[src/design/vsa_pkg.sv]
// ----------------------------------------------------------------------------
// vsa_pkg
// Shared fixed constants of the voice slot allocator.
// ----------------------------------------------------------------------------
package vsa_pkg;

  localparam int MaskBits   = 16;   // width of the mixer idle mask
  localparam int LevelBits  = 8;    // captured volume width
  localparam int LevelLimit = 256;  // start value of the quietest-voice search
  localparam int VoiceBits  = 4;    // width of the voice field
  localparam int SourceBits = 8;    // width of source fields on the ports
  localparam int FormatBits = 2;

  localparam logic ActPlay  = 1'b0;
  localparam logic ActPause = 1'b1;

endpackage

[src/design/voice_slot_allocator.sv]
// ----------------------------------------------------------------------------
// voice_slot_allocator
// Voice table with lowest-free allocation and quietest-voice stealing.
// ----------------------------------------------------------------------------
//
//  channel  direction  handshake                payload
//  in       sink       in_valid_i / in_ready_o  action, source, volume, hold, format, idle
//  out      source     out_valid_o / out_ready_i voice, stopped, steal, evicted, format
//
//  Play: from accept to result, one RAM read per voice in the scan, then the
//  write-back of the chosen entry.
//  Pause: the held entry is read at accept, compared the cycle after.
//  Occupied marks are flops cleared by reset; the owner/volume RAM needs no
//  clearing pass. A stalled result holds the block in its final step; a new
//  word is taken while the previous result still waits on the output.
// ----------------------------------------------------------------------------
module voice_slot_allocator #(
  parameter int VOICE_COUNT = 16,
  parameter int SOURCE_BITS = 8
) (
  input  logic                             clk_i,
  input  logic                             rst_ni,
  input  logic                             in_valid_i,
  output logic                             in_ready_o,
  input  logic                             action_i,
  input  logic [vsa_pkg::SourceBits-1:0]   source_id_i,
  input  logic [vsa_pkg::LevelBits-1:0]    source_volume_i,
  input  logic                             has_voice_i,
  input  logic [vsa_pkg::VoiceBits-1:0]    held_voice_i,
  input  logic                             is_mono_i,
  input  logic                             is_eight_bit_i,
  input  logic [vsa_pkg::MaskBits-1:0]     idle_voice_mask_i,
  output logic                             out_valid_o,
  input  logic                             out_ready_i,
  output logic [vsa_pkg::VoiceBits-1:0]    voice_o,
  output logic                             voice_stopped_o,
  output logic                             stole_voice_o,
  output logic [vsa_pkg::SourceBits-1:0]   evicted_source_o,
  output logic [vsa_pkg::FormatBits-1:0]   format_code_o
);

  import vsa_pkg::*;

  localparam int IW = $clog2(VOICE_COUNT);
  localparam int EW = SOURCE_BITS + LevelBits;
  localparam int MW = LevelBits + 1;

  typedef enum logic [1:0] {
    StIdle,
    StPause,
    StScan,
    StFin
  } state_e;

  state_e state_q;

  // captured request
  logic                   act_q;
  logic [SOURCE_BITS-1:0] src_q;
  logic [LevelBits-1:0]   vol_q;
  logic                   has_q;
  logic [VoiceBits-1:0]   held_q;
  logic                   mono_q;
  logic                   eight_q;
  logic [MaskBits-1:0]    idle_q;

  // table and scan state
  logic [VOICE_COUNT-1:0] occ_q;
  logic [IW-1:0]          idx_q;
  logic                   found_q;
  logic [IW-1:0]          pick_q;
  logic [MW-1:0]          min_lvl_q;
  logic [IW-1:0]          min_idx_q;
  logic [SOURCE_BITS-1:0] min_own_q;
  logic                   out_valid_q;

  logic                   ram_we;
  logic [IW-1:0]          ram_raddr;
  logic [EW-1:0]          ram_wdata;
  logic [EW-1:0]          ram_rdata;
  logic [SOURCE_BITS-1:0] rd_own;
  logic [LevelBits-1:0]   rd_lvl;

  logic          in_fire;
  logic          out_free;
  logic          out_load;
  logic          held_in_range;
  logic [IW-1:0] held_idx;
  logic          cur_occ;
  logic          cur_idle;
  logic          cur_free;
  logic          cur_lower;
  logic          last;
  logic [IW-1:0] chosen;
  logic          stop_hit;

  assign in_ready_o  = (state_q == StIdle);
  assign in_fire     = in_valid_i && in_ready_o;
  assign out_valid_o = out_valid_q;
  assign out_free    = !out_valid_q || out_ready_i;
  assign out_load    = ((state_q == StPause) || (state_q == StFin)) && out_free;

  assign rd_own = ram_rdata[EW-1:LevelBits];
  assign rd_lvl = ram_rdata[LevelBits-1:0];

  assign held_in_range = (32'(held_q) < VOICE_COUNT);
  assign held_idx      = IW'(held_q);

  assign cur_occ   = occ_q[idx_q];
  assign cur_idle  = (32'(idx_q) < MaskBits) && idle_q[VoiceBits'(idx_q)];
  assign cur_free  = !cur_occ || cur_idle;
  assign cur_lower = cur_occ && ({1'b0, rd_lvl} < min_lvl_q);
  assign last      = (32'(idx_q) == VOICE_COUNT - 1);
  assign chosen    = found_q ? pick_q : min_idx_q;

  assign stop_hit = (act_q == ActPause) && has_q && held_in_range &&
                    occ_q[held_idx] && (rd_own == src_q);

  assign ram_we    = (state_q == StFin) && out_free;
  assign ram_wdata = {src_q, vol_q};

  always_comb begin
    case (state_q)
      StIdle:  ram_raddr = (action_i == ActPause) ? IW'(held_voice_i) : '0;
      StPause: ram_raddr = held_idx;
      StScan:  ram_raddr = IW'(idx_q + 1'b1);
      default: ram_raddr = '0;
    endcase
  end

  vsa_ram #(
    .WIDTH(EW),
    .DEPTH(VOICE_COUNT)
  ) u_table (
    .clk_i  (clk_i),
    .we_i   (ram_we),
    .waddr_i(chosen),
    .wdata_i(ram_wdata),
    .raddr_i(ram_raddr),
    .rdata_o(ram_rdata)
  );

  always_ff @(posedge clk_i) begin
    if (in_fire) begin
      act_q   <= action_i;
      src_q   <= SOURCE_BITS'(source_id_i);
      vol_q   <= source_volume_i;
      has_q   <= has_voice_i;
      held_q  <= held_voice_i;
      mono_q  <= is_mono_i;
      eight_q <= is_eight_bit_i;
      idle_q  <= idle_voice_mask_i;
    end
  end

  always_ff @(posedge clk_i or negedge rst_ni) begin
    if (!rst_ni) begin
      state_q          <= StIdle;
      occ_q            <= '0;
      idx_q            <= '0;
      found_q          <= 1'b0;
      pick_q           <= '0;
      min_lvl_q        <= MW'(LevelLimit);
      min_idx_q        <= '0;
      min_own_q        <= '0;
      out_valid_q      <= 1'b0;
      voice_o          <= '0;
      voice_stopped_o  <= 1'b0;
      stole_voice_o    <= 1'b0;
      evicted_source_o <= '0;
      format_code_o    <= '0;
    end else begin
      if (out_load) begin
        out_valid_q <= 1'b1;
      end else if (out_valid_q && out_ready_i) begin
        out_valid_q <= 1'b0;
      end
      case (state_q)
        StIdle: begin
          if (in_fire) begin
            if (action_i == ActPause) begin
              state_q <= StPause;
            end else begin
              state_q   <= StScan;
              idx_q     <= '0;
              found_q   <= 1'b0;
              min_lvl_q <= MW'(LevelLimit);
              min_idx_q <= '0;
            end
          end
        end
        StPause: begin
          if (out_free) begin
            voice_o          <= stop_hit ? held_q : '0;
            voice_stopped_o  <= stop_hit;
            stole_voice_o    <= 1'b0;
            evicted_source_o <= '0;
            format_code_o    <= '0;
            if (stop_hit) begin
              occ_q[held_idx] <= 1'b0;
            end
            state_q <= StIdle;
          end
        end
        StScan: begin
          if (!found_q && cur_free) begin
            found_q <= 1'b1;
            pick_q  <= idx_q;
          end
          if (cur_lower) begin
            min_lvl_q <= {1'b0, rd_lvl};
            min_idx_q <= idx_q;
            min_own_q <= rd_own;
          end
          if (last) begin
            state_q <= StFin;
          end else begin
            idx_q <= IW'(idx_q + 1'b1);
          end
        end
        StFin: begin
          if (out_free) begin
            occ_q[chosen]    <= 1'b1;
            voice_o          <= VoiceBits'(chosen);
            voice_stopped_o  <= 1'b0;
            stole_voice_o    <= !found_q;
            evicted_source_o <= found_q ? '0 : SourceBits'(min_own_q);
            format_code_o    <= {~mono_q, ~eight_q};
            state_q          <= StIdle;
          end
        end
        default: state_q <= StIdle;
      endcase
    end
  end

  // a steal only happens with every voice taken
  a_steal_full: assert property (@(posedge clk_i) disable iff (!rst_ni)
    (state_q == StFin) && !found_q |-> &occ_q)
    else $error("steal with a free voice");

  a_play_marks: assert property (@(posedge clk_i) disable iff (!rst_ni)
    ram_we |=> occ_q[$past(chosen)])
    else $error("assigned voice not marked occupied");

  a_pause_frees: assert property (@(posedge clk_i) disable iff (!rst_ni)
    (state_q == StPause) && out_free && stop_hit |=> !occ_q[$past(held_idx)])
    else $error("stopped voice still occupied");

  a_pause_word: assert property (@(posedge clk_i) disable iff (!rst_ni)
    out_valid_o && voice_stopped_o |-> !stole_voice_o && (format_code_o == '0))
    else $error("pause result carries play fields");

endmodule

[src/design/vsa_ram.sv]
// ----------------------------------------------------------------------------
// vsa_ram
// Generic single-write, single-read RAM with registered read data.
// ----------------------------------------------------------------------------
module vsa_ram #(
  parameter int WIDTH = 16,
  parameter int DEPTH = 16
) (
  input  logic                     clk_i,
  input  logic                     we_i,
  input  logic [$clog2(DEPTH)-1:0] waddr_i,
  input  logic [WIDTH-1:0]         wdata_i,
  input  logic [$clog2(DEPTH)-1:0] raddr_i,
  output logic [WIDTH-1:0]         rdata_o
);

  logic [WIDTH-1:0] mem_q [DEPTH];

  always_ff @(posedge clk_i) begin
    if (we_i) begin
      mem_q[waddr_i] <= wdata_i;
    end
    rdata_o <= mem_q[raddr_i];
  end

endmodule

[config.mk]
export PLATFORM = sky130hd
export DESIGN_NAME = voice_slot_allocator
export DESIGN_NICKNAME = d
export VERILOG_FILES = /design/src/design/vsa_pkg.sv /design/src/design/voice_slot_allocator.sv /design/src/design/vsa_ram.sv
export SDC_FILE = /design/constraint.sdc
export NUM_CORES = 1
export LEC_CHECK = 0
export ABC_CLOCK_PERIOD_IN_PS = 2900
export BUFFER_PORTS_ARGS = -buffer_cell sky130_fd_sc_hd__buf_2
export CORE_MARGIN = 2
export CORE_UTILIZATION = 40
export CTS_BUF_LIST = sky130_fd_sc_hd__clkbuf_16
export DETAILED_ROUTE_END_ITERATION = 16
export PLACE_DENSITY = 0.63
export SLEW_MARGIN = 20
export SYNTH_ARGS = -nofsm -noshare
export SYNTH_HDL_FRONTEND = slang
export SYNTH_SLANG_ARGS = --single-unit
[constraint.sdc]
create_clock -name clk_i -period 2.9 [get_ports clk_i]
set_input_delay 0.435 -clock clk_i [delete_from_list [all_inputs] [get_ports clk_i]]
set_output_delay 0.435 -clock clk_i [all_outputs]
set_load 0.05 [all_outputs]
# After elaboration in Yosys (flattened, before gate mapping)
# Memories as Yosys holds them, arrays and structs flattened. A register that Yosys moved wholly into a read port is not among the register bits.
# Index checks and enable logic that the tools add are counted.
[word_totals] reg_bits=105 mem_bits_rw=256 wordCells=135 n_memories=1
[classes] add_sub_neg=1 magnitude_cmp=6 eq_ne=15 n_mux=55 bitwise=5 n_reduce_logical=30
[mem_list] name="u_table.mem_q" depth=16 word_bits=16 rd=1 rd_clocked_by_memory_dff=1 write_ports=1 line_no="vsa_ram.sv:17" text="logic [WIDTH-1:0] mem_q [DEPTH];"
[op_table] op="$mux W16" count=3
[op_table] op="$mux W4" count=9
[op_table] op="$pmux W16 S2" count=1
[op_table] op="$mux W9" count=3
[op_table] op="$mux W8" count=3
[op_table] op="$pmux W4 S2" count=3
[op_table] op="$pmux W9 S2" count=1
[op_table] op="$and A16 B16 Y16" count=1
[op_table] op="$ne A2 B2 Y1 const B" count=8
[op_table] op="$not A16 Y16" count=1
[op_table] op="$or A16 B16 Y16" count=1
[op_table] op="$pmux W8 S2" count=1
[op_table] op="$reduce_and A4 Y1" count=4
[op_table] op="$lt A4 B5 Y1 const B" count=3
[op_table] op="$mux W1" count=15
[op_table] op="$bmux W1 S4" count=3
[op_table] op="$pmux W4 S3" count=1
[op_table] op="$logic_and A1 B1 Y1" count=11
[op_table] op="$mux W2" count=5
[op_table] op="$lt A8 B9 Y1" count=1
[op_table] op="$demux W1 S4" count=2
[op_table] op="$eq A8 B8 Y1" count=1
[op_table] op="$ge A4 B1 Y1 const B" count=2
[op_table] op="$pmux W1 S2" count=3
[op_table] op="other kinds (15)" count=26

# Longest topological paths before layout
[depth] word_depth=9 mapped_depth=10

# Cells and area by module
# Synthesis repeated with hierarchy kept, for this count alone.
[unflattened] hier_cells=818 area_unflattened_um2=14890.5
[by_module_without_submodules] module="vsa_ram" instances=1 cells_per_inst=432 area_per_inst_um2=10042.1 seq_area_each_um2=8007.7
[by_module_without_submodules] module="voice_slot_allocator" instances=1 cells_per_inst=386 area_per_inst_um2=4848.4 seq_area_each_um2=2829.0

# Least setup slack after synthesis
# Ideal clock, no wire load.
[synth_path] path_type="register to register" startpoint="register state_q[1]" endpoint="register act_q (enable)" setup_time_ns=0.401 arrival_ns=2.416 path_slack_ns=0.083 stages_incl_launch_ff=5 synth_period_minus_slack_ns=2.817 path_cell_list="dfrtp_1 > clkbuf_8 > buf_6 > nor2_1 > and2_1"
[synth_via] elab_chain_len=2
[synth_lines] item="start, declared" line_no="voice_slot_allocator.sv:55" text="state_e state_q;"
[synth_lines] item="start signal, assigned" line_no="voice_slot_allocator.sv:158" text="state_q <= StIdle;"
[synth_lines] item="start signal, assigned" line_no="voice_slot_allocator.sv:182" text="state_q <= StPause;"
[synth_lines] item="start signal, assigned" line_no="voice_slot_allocator.sv:184" text="state_q <= StScan;"
[synth_lines] item="$logic_not A2 Y1" line_no="voice_slot_allocator.sv:97" text="assign in_ready_o = (state_q == StIdle);"
[synth_lines] item="named net in_ready_o" line_no="voice_slot_allocator.sv:24" text="output logic in_ready_o,"
[synth_lines] item="$logic_and A1 B1 Y1" line_no="voice_slot_allocator.sv:98" text="assign in_fire = in_valid_i && in_ready_o;"
[synth_lines] item="named net in_fire" line_no="voice_slot_allocator.sv:84" text="logic in_fire;"
[synth_lines] item="end signal, assigned" line_no="voice_slot_allocator.sv:145" text="act_q <= action_i;"
[synth_lines] item="end, declared" line_no="voice_slot_allocator.sv:58" text="logic act_q;"
# The timed path passes the listed nets, and every way through them passes these cells.
# A chain may end at the register's enable or synchronous reset.

# Final worst setup path
[layout_path] startpoint="register held_q[0], in the netlist held_idx[0]" endpoint="register u_table.rdata_o[4] (read register of u_table.mem_q)"
[layout_via] elab_chain_len=1
[layout_lines] item="start, declared" line_no="voice_slot_allocator.sv:62" text="logic [VoiceBits-1:0] held_q;"
[layout_lines] item="start signal, assigned" line_no="voice_slot_allocator.sv:149" text="held_q <= held_voice_i;"
[layout_lines] item="$pmux W4 S3" line_no="voice_slot_allocator.sv:123" text="case (state_q)"
[layout_lines] item="end, declared" line_no="vsa_ram.sv:14" text="output logic [WIDTH-1:0] rdata_o"
# Every way passes these cells.

==> flow_summary.yaml <==
status:
  outcome: "finished clean"
finish:
  fin_cells: 1610
  final_core_util_pct: 47.1
  drive_gt1_share_pct: 22.1
  antenna_cells: 0
  syn2layout_area_growth_pct: 16.3
  nNetsFinal: 1118
  fillers: 3239
clocking:
  cts_buffers: 41
  clk_pin_slew_ps: 60
  postCtsSetupBuffers: 0
  clock-sinks: 377
  cts-root-buf: "clkbuf_16"
  cts_tree: "built"
  clock_path_buffers: 3
  clk_latency_ps: 540
  cts_max_level: 2
die:
  start_util_pct: 40.5
  die_y_microns: 199
  core_sq_um: 37600
  dieWidth_microns: 199
  io_pins: 62
  die-area_sq_um: 39700
  rows: 71
sta:
  period_needed_ps: 2730
  fin_skew_ps: 23.2
  tns_ps: 0
  rsz0062_at_grt: "no"
  setup_viol: 0
  worst_slew_pin_slew_ps: 848
  max_freq_mhz: 366
  timing.final.crit_share_pct: 94.3
  hold_viol: 0
  setup_ws_ps: 166
  drv_slew: 0
  relSlewSlack_pct: 43.1
synth:
  synth.distinct_cells: 54
  ys_warn_count: 0
  syn_area_sq_um: 15200
  postSynth.asyncResetShare_pct: 17.2
  ys_ff_latch: 377
  synth_top_area_share_pct: 58.4
  synth_cells: 960
  synth_edf_count: 296
  synth_flop_cell: "edfxtp_1"
  synth_top_cell_by_area: "edfxtp_1"
  ys_top_cells_by_count: "296 x edfxtp_1, 132 x mux2i_1, 74 x nand2_1, 64 x dfrtp_1, 53 x nor2_1"
  synth.avg_cell_area_sq_um: 15.9
  seq_area_frac_synth_pct: 71.1
  synth_nets: 1012
  synth.most_common_cell: "edfxtp_1"
  synth_area_leaders: "edfxtp_1 58%, dfrtp_1 11%, mux2i_1 8.7%"
setup_path:
  endpoint_kind: "register"
  path_max_fanout: 32
  crit_end: "u_table.rdata_o[4]$_DFF_P_"
  startpoint: "held_idx[0]$_DFFE_PP_"
  worstReg2RegEnd: "u_table.rdata_o[4]$_DFF_P_"
  rr_worst_depth: 7
  critPathLaunchType: "register"
  crit_path_cell_trace: "a21oi_1 > a21oi_4 > buf_12 > mux2i_1 > mux2i_1 > a22oi_1 > o221ai_1"
  arrival_ps: 3070
  slowest_stage: "edfxtp_1"
  r2r_slack_ps: 170
  required_ps: 3240
  crit_family: "compound AO/OA/AOI/OAI gates"
  cp.depth: 7
  crit_type: "reg2reg"
  crit_top_cell: "mux2i_1"
  critPathMaxStageDelay_ps: 700
  rr_startpoint: "held_idx[0]$_DFFE_PP_"
  crit_buf_inv: 1
placement:
  dpl.hpwl_microns: 20300
  dp.cells: 1533
  io_buffers: 61
  gp_congestion: 0.784
  pre_cts_slack_ps: 202
global_route:
  grt_pass1_wl_microns: 51300
  grt_max_degree: 44
  antenna_found_initial: 1
  overflow: 0
  track_usage_pct: 17.5
  grt_pass1_vias: 8389
power_and_ir_drop:
  total_leakage_power_uw: 0.00671
  ir_worst_vdd_mv: 0.523
  powerDensity_nw_per_um2: 1020
route:
  dr.pass1.iters: 5
  route.vias.total: 8435
  vias_per_cell: 5.24
  drt_iter0_markers: 790
  ant_nets: 0
  drc: 0
  drt_wl_total_microns: 33700
  post_drt_wl_per_cell_microns: 20.9
worst_hold_path:
  hold_start: "source_volume_i[7]"
  holdCritPathClass: "in2reg"
job:
  maxCapViolCount: 0
-- per-layer routing --
layer / vias to the layer above / global-route usage, % / wire, microns
met5: - / 0 / 0
met4: 0 / 5.72 / 944
met3: 64 / 2.40 / 1550
met2: 211 / 27.4 / 15500
met1: 4260 / 25.3 / 15700
li1: 3900 / - / -
-- state kept, by name (all words and copies together), names as in the netlist, 2 cells and up --
signal	flops
min_idx_q	4
idle_q	16
voice_o	4
src_q	8
pick_q	4
idx_q	4
occ_q	16
u_table.mem_q	256
u_table.rdata_o	16
held_idx	4
min_lvl_q	9
evicted_source_o	8
vol_q	8
min_own_q	8
format_code_o	2
state_q	2
-- cell usage in the layout, fill, tap and decap left out, drive strengths merged, types with 24 or more instances in the layout --
cell    instances
edfxtp        296
mux2i         132
buf           110
nand2          74
dfrtp          64
nor2           53
mux2           48
o21ai          47
clkbuf         43
clkinv         24
-- how the worst min path moves through the flow --
stage / endpoint / slack (ps) / cells after the start
2_1_floorplan: evicted_source_o[0]$_DFFE_PN0P_ / 140 / 0
3_3_place_gp: format_code_o[0]$_DFFE_PN0P_ / 410 / 1
3_5_place_dp: format_code_o[1]$_DFFE_PN0P_ / 430 / 1
4_1_cts: idle_q[13]$_DFFE_PP_ / 50 / 1
5_1_grt: src_q[0]$_DFFE_PP_ / 50 / 1
6_report: vol_q[7]$_DFFE_PP_ / 70 / 1
-- cell families (layout without fill, tap and decap cells) --
family	count (synthesis)	in the layout	synth area share (%)
flops	377	377	71.1
mux	193	193	14.2
simple gates	185	185	5.49
compound gates	130	130	5.84
buf+inv	57	196	2.08
xor+xnor	10	10	0.575
fa+ha+maj	8	8	0.657
-- per-stage QoR --
| stage | total power [uW] | hold WS, ps | instance area, sq um |
|---|---|---|---|
| detailed placement | 13400 | 425 | 16500 |
| global placement | 13300 | 415 | 16500 |
| finish | 18100 | 72.2 | 17700 |
| CTS | 18300 | 50.7 | 17700 |
| floorplan | 11600 | 139 | 15200 |
| global route | 19000 | 52.7 | 17700 |
-- worst register-to-register path: stages (launching register included) --
cell      delay, ps
edfxtp_1        700
a21oi_1         210
a21oi_4         470
buf_12          310
mux2i_1         240
mux2i_1          90
a22oi_1         240
o221ai_1        280
-- where the power goes --
| part | total (uW) | internal (uW) | switching (uW) |
|---|---|---|---|
| logic | 5980 | 2550 | 3440 |
| registers | 7290 | 6680 | 603 |
| clock network | 4840 | 2770 | 2070 |
| total | 18100 | 12000 | 6110 |
-- final cells by class --
cell class / count / area, sq um / share of cell area, %
sequential: 377 / 10800 / 61.2
clock buffer: 43 / 1080 / 6.07
clock inverter: 33 / 179 / 1.01
multi-input combinational: 526 / 4130 / 23.3
timing repair buffer: 111 / 821 / 4.63
inverter: 9 / 33.8 / 0.191
tap: 511 / 639 / 3.61
-- what timing repair did --
action,in CTS,in global routing
endpoints found under the setup margin,0,0
hold buffers,1,0
gates resized for setup,0,0
endpoints found under the hold margin,24,0
(Power assumes the default switching activity.)
